<file path="config.mk">
export PLATFORM = sky130hd
export DESIGN_NAME = hta_sqrt
export DESIGN_NICKNAME = d
export VERILOG_FILES = /design/src/design/heron_triangle_area_accumulator_defines.svh /design/src/design/hta_pkg.sv /design/src/design/hta_sqrt.sv
export SDC_FILE = /design/constraint.sdc
export NUM_CORES = 1
export LEC_CHECK = 0
export BUFFER_PORTS_ARGS = -buffer_cell sky130_fd_sc_hd__clkbuf_2
export CAP_MARGIN = 5
export CORE_ASPECT_RATIO = 1.1
export CORE_MARGIN = 10
export CORE_UTILIZATION = 35
export CTS_CLUSTER_SIZE = 20
export DETAILED_ROUTE_END_ITERATION = 10
export REMOVE_ABC_BUFFERS = 1
export SLEW_MARGIN = 20
export SYNTH_ARGS = -nofsm -noshare
export SYNTH_HDL_FRONTEND = slang
export SYNTH_SLANG_ARGS = --single-unit
</file>
<file path="constraint.sdc">
create_clock -name clk -period 4.6 [get_ports clk]
set_input_delay 0.92 -clock clk [delete_from_list [all_inputs] [get_ports clk]]
set_output_delay 0.92 -clock clk [all_outputs]
set_load 0.05 [all_outputs]
</file>
<file path="src/design/heron_triangle_area_accumulator_defines.svh">
// Assertion macros for the Heron triangle area accumulator.
// Bodies refer to clk and rst_n of the module that uses them.
`ifndef HERON_TRIANGLE_AREA_ACCUMULATOR_DEFINES_SVH
`define HERON_TRIANGLE_AREA_ACCUMULATOR_DEFINES_SVH
`ifndef NO_ASSERTIONS
`define HTA_ASSERT_IMP(label, ante, cons) \
  label: assert property (@(posedge clk) disable iff (!rst_n) (ante) |-> (cons)) \
    else $error("hta: same-cycle check failed");
`define HTA_ASSERT_NXT(label, ante, cons) \
  label: assert property (@(posedge clk) disable iff (!rst_n) (ante) |=> (cons)) \
    else $error("hta: next-cycle check failed");
`else
`define HTA_ASSERT_IMP(label, ante, cons)
`define HTA_ASSERT_NXT(label, ante, cons)
`endif
`endif

</file>
<file path="src/design/hta_pkg.sv">
// Shared widths, types and step codes of the Heron triangle area accumulator.
// No dependencies.
package hta_pkg;

  localparam int COORD_W         = 24;
  localparam int COORD_FRAC_BITS = 8;
  localparam int NUM_AXES        = 3;
  localparam int NUM_DIFF        = 3 * NUM_AXES;
  localparam int EDGE_W          = 25;               // floor(sqrt(3 * (2^24-1)^2))
  localparam int SUMSQ_W         = 2 * EDGE_W;       // sum of three squared differences
  localparam int OP_W            = EDGE_W + 2;       // multiplier operand width
  localparam int PROD_W          = 2 * OP_W;
  localparam int F_W             = EDGE_W + 1;       // non-negative Heron factor
  localparam int P1_W            = OP_W + F_W;       // perimeter * factor
  localparam int P2_W            = 2 * F_W;          // factor * factor
  localparam int RAD_W           = 2 * PROD_W - 2;   // Heron product, 106 bits
  localparam int ROOT_W          = RAD_W / 2;
  localparam int EDGE_ITER       = SUMSQ_W / 2;
  localparam int HERON_ITER      = ROOT_W;
  localparam int ITER_W          = $clog2(HERON_ITER + 1);
  localparam int AREA_W          = 47;

  typedef struct packed {
    logic start;
    logic wide;      // full Heron radicand rather than an edge sum
  } sq_cmd_t;

  typedef struct packed {
    logic              busy;
    logic              done;
    logic [ROOT_W-1:0] root;
  } sq_sts_t;

  // multiply steps of the Heron product
  typedef enum logic [2:0] {
    HS_P1 = 3'd0,
    HS_P2 = 3'd1,
    HS_LL = 3'd2,
    HS_LH = 3'd3,
    HS_HL = 3'd4,
    HS_HH = 3'd5
  } hstep_t;

endpackage

</file>
<file path="src/design/hta_sqrt.sv">
// Bit-serial floored integer square root, one result bit per cycle.
// Depends on hta_pkg.
module hta_sqrt (
  input  logic                       clk,
  input  logic                       rst_n,
  input  hta_pkg::sq_cmd_t           cmd,
  input  logic [hta_pkg::RAD_W-1:0]  radicand,
  output hta_pkg::sq_sts_t           sts
);

  localparam int RW = hta_pkg::ROOT_W + 4;

  logic [hta_pkg::RAD_W-1:0]  rad_r;
  logic [RW-1:0]              rem_r;
  logic [hta_pkg::ROOT_W-1:0] root_r;
  logic [hta_pkg::ITER_W-1:0] cnt_r;
  logic                       busy_r;
  logic                       done_r;

  logic [RW-1:0] rem_sh;
  logic [RW-1:0] trial;
  logic          ge;

  assign rem_sh = {rem_r[RW-3:0], rad_r[hta_pkg::RAD_W-1 -: 2]};
  assign trial  = {{(RW - hta_pkg::ROOT_W - 2){1'b0}}, root_r, 2'b01};
  assign ge     = (rem_sh >= trial);

  always_ff @(posedge clk) begin
    if (!rst_n) begin
      busy_r <= 1'b0;
      done_r <= 1'b0;
      cnt_r  <= '0;
    end else begin
      done_r <= 1'b0;
      if (cmd.start) begin
        busy_r <= 1'b1;
        cnt_r  <= cmd.wide ? hta_pkg::ITER_W'(hta_pkg::HERON_ITER)
                           : hta_pkg::ITER_W'(hta_pkg::EDGE_ITER);
      end else if (busy_r) begin
        cnt_r <= cnt_r - hta_pkg::ITER_W'(1);
        if (cnt_r == hta_pkg::ITER_W'(1)) begin
          busy_r <= 1'b0;
          done_r <= 1'b1;
        end
      end
    end
  end

  always_ff @(posedge clk) begin
    if (cmd.start) begin
      // left-align the radicand so that two bits drop in from the top each step
      rad_r  <= cmd.wide ? radicand
                         : {radicand[hta_pkg::SUMSQ_W-1:0],
                            {(hta_pkg::RAD_W - hta_pkg::SUMSQ_W){1'b0}}};
      rem_r  <= '0;
      root_r <= '0;
    end else if (busy_r) begin
      rad_r  <= {rad_r[hta_pkg::RAD_W-3:0], 2'b00};
      rem_r  <= ge ? (rem_sh - trial) : rem_sh;
      root_r <= {root_r[hta_pkg::ROOT_W-2:0], ge};
    end
  end

  assign sts.busy = busy_r;
  assign sts.done = done_r;
  assign sts.root = root_r;

endmodule

</file>
# Word-level counts from Yosys, hierarchy flattened
# Index checks and enable logic that the tools add are counted.
# W data, S select, Z words.
word_totals:
  register_bits: 222
  inputBits: 110
  output_inout_bits: 55
  word_cells: 25
classes:
  add_sub_neg: 2
  magnitude_cmp: 1
  eq_ne: 1
  n_mux: 11
  n_bitwise: 2
  n_reduce_logical: 2
op_table:
  columns: ["operator", "count"]
  rows:
  - ["$mux W106", 3]
  - ["$ge A57 B55 Y1", 1]
  - ["$mux W55", 1]
  - ["$sub A55 B55 Y55", 1]
  - ["$mux W6", 3]
  - ["$eq A6 B1 Y1 const B", 1]
  - ["$sub A6 B1 Y6 const B", 1]
  - ["$mux W1", 4]
  - ["$reduce_or A3 Y1", 1]
  - ["$not A1 Y1", 2]
  - ["$reduce_bool A2 Y1", 1]

# Depth between registers and ports, before layout
# Gate-level depths: netlist of run 1.
logic_depth:
  ltp_word: 4
  depth_mapped: 14
  depth_no_buf: 11

# Worst setup path after synthesis of run 1
# OpenSTA, ideal clock, no wires.
synth_timing:
  path_type: "in2reg"
  from: "in cmd[1] in the netlist's numbering"
  to: "reg rad_r[0] in the netlist's numbering (enable)"
  setup_time_ns: 0.459
  arrival_time_ns: 3.504
  required_ns: 4.141
  setup_slack_ns: 0.637
  stages: 4
  n_path_buf: 2
  path_cell_list: "clkbuf_1 nor2_1 clkbuf_1 inv_1"
synth_via:
  elab_chain_cells: 1
synth_rtl:
  columns: ["item", "line_no", "text"]
  rows:
  - ["start, declared", "hta_sqrt.sv:6", "input hta_pkg::sq_cmd_t cmd,"]
  - ["$reduce_bool A2 Y1 (no source line)", null, null]
  - ["end signal, assigned", "hta_sqrt.sv:52", "rad_r <= cmd.wide ? radicand"]
  - ["end signal, assigned", "hta_sqrt.sv:58", "rad_r <= {rad_r[hta_pkg::RAD_W-3:0], 2'b00};"]
  - ["end, declared", "hta_sqrt.sv:13", "logic [hta_pkg::RAD_W-1:0] rad_r;"]
# Every way passes these cells.
# A chain may end at the register's enable or synchronous reset.

# Worst setup path after layout of run 1
layout_timing:
  from: "reg root_r[22] in the netlist's numbering"
  to: "reg rem_r[22]"
layout_via:
  elab_chain_cells: 2
layout_rtl:
  columns: ["item", "line_no", "text"]
  rows:
  - ["start, declared", "hta_sqrt.sv:15", "logic [hta_pkg::ROOT_W-1:0] root_r;"]
  - ["start signal, assigned", "hta_sqrt.sv:60", "root_r <= {root_r[hta_pkg::ROOT_W-2:0], ge};"]
  - ["$ge A57 B55 Y1", "hta_sqrt.sv:26", "assign ge = (rem_sh >= trial);"]
  - ["$mux W55", "hta_sqrt.sv:59", "rem_r <= ge ? (rem_sh - trial) : rem_sh;"]
  - ["end signal, assigned", "hta_sqrt.sv:59", null]
  - ["end, declared", "hta_sqrt.sv:14", "logic [RW-1:0] rem_r;"]
# Every way passes these cells.

==> metrics, run 1 <==
status=complete, no violations; final wirelength=35700 um; post-synth top area cell=edfxtp_1; Fin. Hold Viols=0; total track usage=15.2%; Worst setup EP type=register; Syn Area/Cell=9.12 um^2; Starting Density=35.5%; Fillers=3712; vias per cell=5.32; Min Hold Slack=0.497 ns; Die X=203 um; Num Clock Sinks=222; Detailed Routing Iterations Pass 1=6; RSZ-0062 raised after global routing=false; largest net degree at the start of global routing=139; Port-buffer cells=164; period utilisation layout=83.2%; worst-skew pair later-pin latency=0.54 ns; initial antenna violation count=0; Post-layout nets=1682; vias in the first global route=10700; GP Congestion=0.939; LEAKAGE=6.21 nW; Mapped Area=12800 um^2; Final Power=0.00885 W; Yosys cell types=69; Least-Margin Pin Slew=1.09 ns; P&R area growth vs syn=15.7%; final setup TNS=0 ns; CTS max path bufs=3; IO Pins=165; Die Y=221 um; Setup Skew=0.0162 ns; # diodes=0; CTS Hold Bufs=0; CP max FO=25; pre-CTS WS=0.801 ns; PD cells=595 nW/um^2; top_reg_cell synth=dfxtp_1; share of layout cells above drive strength 1=15.2%; Starting DRT DRC Count=671; Placement Rows=73; CTS tree=built; post-DP HPWL=25300 um; # Max-Cap Violations=0; commonest non-fill, non-tap cell in the layout=nor2_1; critical path arrival=4.26 ns; total grt overflow=0; Root Driver=clkbuf_16; top-area cell type share of the netlist area=24.8%; Post-synth EDFFs=106; H-tree Lvls=1; CP cell instances=inv_1, ha_1, and3_1, and4_1, a41oi_1, nand3b_1, o211ai_1, and2_1, buf_4, nand2_1, a311oi_1; HP Class=reg -> reg; Hold Path Depth=2; VDD IR max=0.304 mV; core area=36200 um^2; post-CTS setup buffers=0; Finished Core Util=41.1%; CTS Buf Count=25; # resized after CTS=0; CP Class=reg -> reg; Async SR Flop Fraction=0%; reg2reg path depth=11; Fmax=261 MHz; relative slew slack=27.6%; max-slew violations=0; Period minus WS final=3.83 ns; Req. time, crit path=5.03 ns; most frequent cells in the layout=181 x nor2_1, 164 x clkbuf_2, 127 x a21oi_1, 122 x nand2_1, 115 x dfxtp_1; Syn. warnings=0; Final ANT Viol Nets=0; top post-synthesis cells by area=edfxtp_1 25%, dfxtp_1 18%, mux2i_1 8.3%; Final setup violation count=0; reg2reg setup slack=0.77 ns; Cells after Synth=1409; WL/cell=17.7 um; via count=10700; Final WS setup=0.771 ns; DRC viols=0; clk slew on worst S/H paths=0.06 ns; #FFs+latches synth=222; CP max stage cell=and2_1; Critical Path Source Type=register; sequential element share of the synthesized area=42.8%; Die Area=44800 um^2; global-route wire length before repair=57600 um; critical path's largest stage delay=0.88 ns
## critical path: cells and delay by family, from the launching register on
family                   cells  cell delay [ns]
AND/OR/NAND/NOR              5             1.65
AO/OA/AOI/OAI                3             0.78
buffers and inverters        2             0.53
flip-flops                   1             0.39
adder cells (fa/ha/maj)      1             0.38
## sequential cells by signal, summed over array words and instances, names as in the netlist
name / flops
rad_r: 106
root_r: 53
rem_r: 55
cnt_r: 6
busy_r: 1
done_r: 1
## worst paths after layout
kind,end,from
setup / recovery,rem_r[22],root_r[22]
hold / removal,rem_r[9],rem_r[7]
setup reg to reg,rem_r[22],root_r[22]
hold reg to reg,rem_r[9],rem_r[7]
## cell families (layout without fill, tap and decap cells)
family	after synthesis	after routing	synth area share, %
AND/OR/NAND/NOR	419	419	14.4
XOR/XNOR	45	45	3.07
buffers and inverters	177	300	5.38
multiplexers	109	109	8.51
flip-flops	222	222	42.8
adder cells (fa/ha/maj)	57	57	5.55
AO/OA/AOI/OAI	380	380	20.3
## cell type report
class	count	area (um^2)	area share [%]
multi-input cells	1010	6650	44.8
well taps	487	609	4.10
clock inverters	6	81.3	0.547
flip-flops and latches	222	5510	37.1
inverters	77	292	1.96
repair buffers	179	965	6.49
clock buffers	38	752	5.06
## power by group
group	total, W	internal (W)	switching, W
clock network	0.00204	0.00123	0.000809
logic	0.00430	0.00162	0.00268
registers	0.00250	0.00234	0.000164
total	0.00885	0.00520	0.00365
## per-layer routing
metal  wire length, um  track usage, %
met2             16700            25.3
met1             16100            19.4
met5                 0               0
met3              2240            3.80
met4               663            3.50
## metrics by stage
step           area (um^2)  cells
6_report             14900   2019
5_1_grt              14900   2019
4_1_cts              14900   2019
3_5_place_dp         14000   1975
3_3_place_gp         14000   1975
2_1_floorplan        12400   1309
## cells in the mapped netlist, types with 20 or more instances
library cell and count:
ha_1 57, inv_1 76, xnor2_1 25, a21oi_1 127, nor2_1 181, a22o_1 58
nand2_1 122, clkbuf_1 70, nand4_1 29, dfxtp_1 116, xor2_1 20, a21o_1 23
o21ai_0 45, mux2i_1 107, a311oi_1 34, edfxtp_1 106
Note: power is estimated with default switching activity, not from simulation.
==> inputs of run 2 (changes only) <==
==> constraint.sdc (replaced) <==
create_clock -name clk -period 3.3 [get_ports clk]
set_input_delay 0.66 -clock clk [delete_from_list [all_inputs] [get_ports clk]]
set_output_delay 0.66 -clock clk [all_outputs]
set_load 0.05 [all_outputs]
==> run 2 against run 1 <==
Against the previous run:
- flip-flop and latch count unchanged
- power is 47% higher
- largest cell class unchanged
- routed wire length grew 2.2%
- clock power increased by 51%
- critical endpoint is now rem_r[51]
- critical path type unchanged
==> metrics, run 2 (same netlist as run 1, synthesis figures left out) <==
period utilisation layout=96.0% (was 83.2%); vias per cell=5.30 (was 5.32); CTS max path bufs=3 (unchanged); core area=36200 um^2 (unchanged); worst-skew pair later-pin latency=0.54 ns (about the same); multi-input combinational cell area=6710 um^2 (was 6650 um^2); relative slew slack=46.7% (was 27.6%); Worst setup EP type=register (unchanged); Largest Register=rad_r (unchanged); Final setup violation count=0 (unchanged); CP max FO=4 (was 25); Die Area=44800 um^2 (unchanged); # Max-Cap Violations=0 (unchanged); Critical Path Source Type=register (unchanged); Final ANT Viol Nets=0 (unchanged); via count=10900 (was 10700); share of layout cells above drive strength 1=18.0% (was 15.2%); Finished Core Util=42.4% (was 41.1%); Hold Path Depth=3 (was 2); Fin. Hold Viols=0 (unchanged); global-route wire length before repair=59400 um (was 57600 um); Fillers=3669 (was 3712); Num Clock Sinks=222 (unchanged); WL/cell=17.7 um (about the same); Starting Density=35.5% (unchanged); CTS Hold Bufs=0 (unchanged); Starting DRT DRC Count=607 (was 671); Root Driver=clkbuf_16 (unchanged); HP Class=in -> reg (was reg -> reg); clk slew on worst S/H paths=0.07 ns (was 0.06 ns); commonest non-fill, non-tap cell in the layout=nor2_1 (unchanged); Req. time, crit path=3.79 ns (was 5.03 ns); critical path arrival=3.66 ns (was 4.26 ns); DRC viols=0 (unchanged); Placement Rows=73 (unchanged); IO Pins=165 (unchanged); Port-buffer cells=164 (unchanged); PD cells=849 nW/um^2 (was 595 nW/um^2); Largest register FFs=106 (unchanged); vias in the first global route=11100 (was 10700); Post-layout nets=1723 (was 1682); Detailed Routing Iterations Pass 1=5 (was 6); LEAKAGE=6.46 nW (was 6.21 nW); P&R area growth vs syn=19.3% (was 15.7%); Fmax=316 MHz (was 261 MHz); status=complete, no violations (unchanged); Min Hold Slack=0.402 ns (was 0.497 ns); initial antenna violation count=1 (was 0); VDD IR max=0.711 mV (was 0.304 mV); GP Congestion=0.886 (was 0.939); largest net degree at the start of global routing=179 (was 139); CP Class=reg -> reg (unchanged); Period minus WS final=3.17 ns (was 3.83 ns); CTS Buf Count=26 (was 25); Largest regs=rad_r (106), rem_r (55), root_r (53) (unchanged); Die X=203 um (unchanged); Least-Margin Pin Slew=0.800 ns (was 1.09 ns); max-slew violations=0 (unchanged); Setup Skew=0.0122 ns (was 0.0162 ns); total grt overflow=0 (unchanged); H-tree Lvls=1 (unchanged); final wirelength=36500 um (was 35700 um); most frequent cells in the layout=181 x nor2_1, 163 x clkbuf_2, 126 x a21oi_1, 121 x nand2_1, 115 x dfxtp_1 (was 181 x nor2_1, 164 x clkbuf_2, 127 x a21oi_1, 122 x nand2_1, 115 x dfxtp_1); CTS tree=built (unchanged); sequential cell area=5510 um^2 (unchanged); post-DP HPWL=26300 um (was 25300 um); Die Y=221 um (unchanged); total track usage=15.7% (was 15.2%); reg2reg path depth=11 (unchanged); # diodes=0 (unchanged); RSZ-0062 raised after global routing=true (was false)
-- run 2: cell count changes in the layout (fill, tap and decap cells not counted), sizes merged --
cell,previous run,this run
buf,17,57
clkinv,3,6
bufinv,2,4
clkinvlp,1,0
-- run 2: per-layer routing --
metal,wire length [um],share of wire (%),global-route usage (%)
met4,729,2.0,4.08
met1,16300,45,20.3
met5,13,0.036,0
met3,2290,6.3,3.68
met2,17100,47,25.8
-- run 2: worst paths after layout --
| path | to | startpoint | slack (ns) |
|---|---|---|---|
| setup / recovery | rem_r[51] | root_r[20] | 0.13 |
| hold / removal | cnt_r[2] | rst_n | 0.40 |
| setup reg to reg | rem_r[51] | root_r[20] | 0.13 |
| hold reg to reg | rem_r[8] | rem_r[6] | 0.50 |
-- run 2: through the flow --
stage	total power [W]	instance area (um^2)	worst slack, ns	std cells	setup TNS (ns)
floorplan	0.00833	12400	-4.39	1309	-609.97
CTS	0.0130	15300	0.127	2062	0
global placement	0.00983	14400	0.138	2014	0
global route	0.0140	15300	-0.0253	2063	-0.0498
detailed placement	0.00984	14400	0.129	2014	0
finish	0.0130	15300	0.133	2063	0
-- run 2: critical path, cell delays in order (launching register included) --
cell and delay [ns]:
dfxtp_1 0.38, inv_1 0.06, ha_1 0.30, and3_1 0.22, and4_1 0.25, a41oi_1 0.32
nand3b_1 0.18, o211ai_1 0.45, a21boi_2 0.15, a31o_2 0.27, or4_1 0.46, nand2_1 0.07
-- run 2: final cells by class --
type                            count  area share, %
Clock buffer                       38           4.94
Clock inverter                     10           1.02
Inverter                           77           1.90
Multi-Input combinational cell   1010           43.7
Sequential cell                   222           35.9
Tap cell                          487           3.97
Timing Repair Buffer              219           8.49
-- run 2: what timing repair did --
item,4_1_cts,5_1_grt
setup endpoints to repair,0,49
setup buffers,0,1
resized for setup,0,11
-- run 2: power by group --
| group | internal (W) | switching [W] | total [W] |
|---|---|---|---|
| sequential | 0.00326 | 0.000223 | 0.00348 |
| clock | 0.00190 | 0.00118 | 0.00308 |
| combinational | 0.00258 | 0.00388 | 0.00645 |
| total | 0.00774 | 0.00528 | 0.0130 |
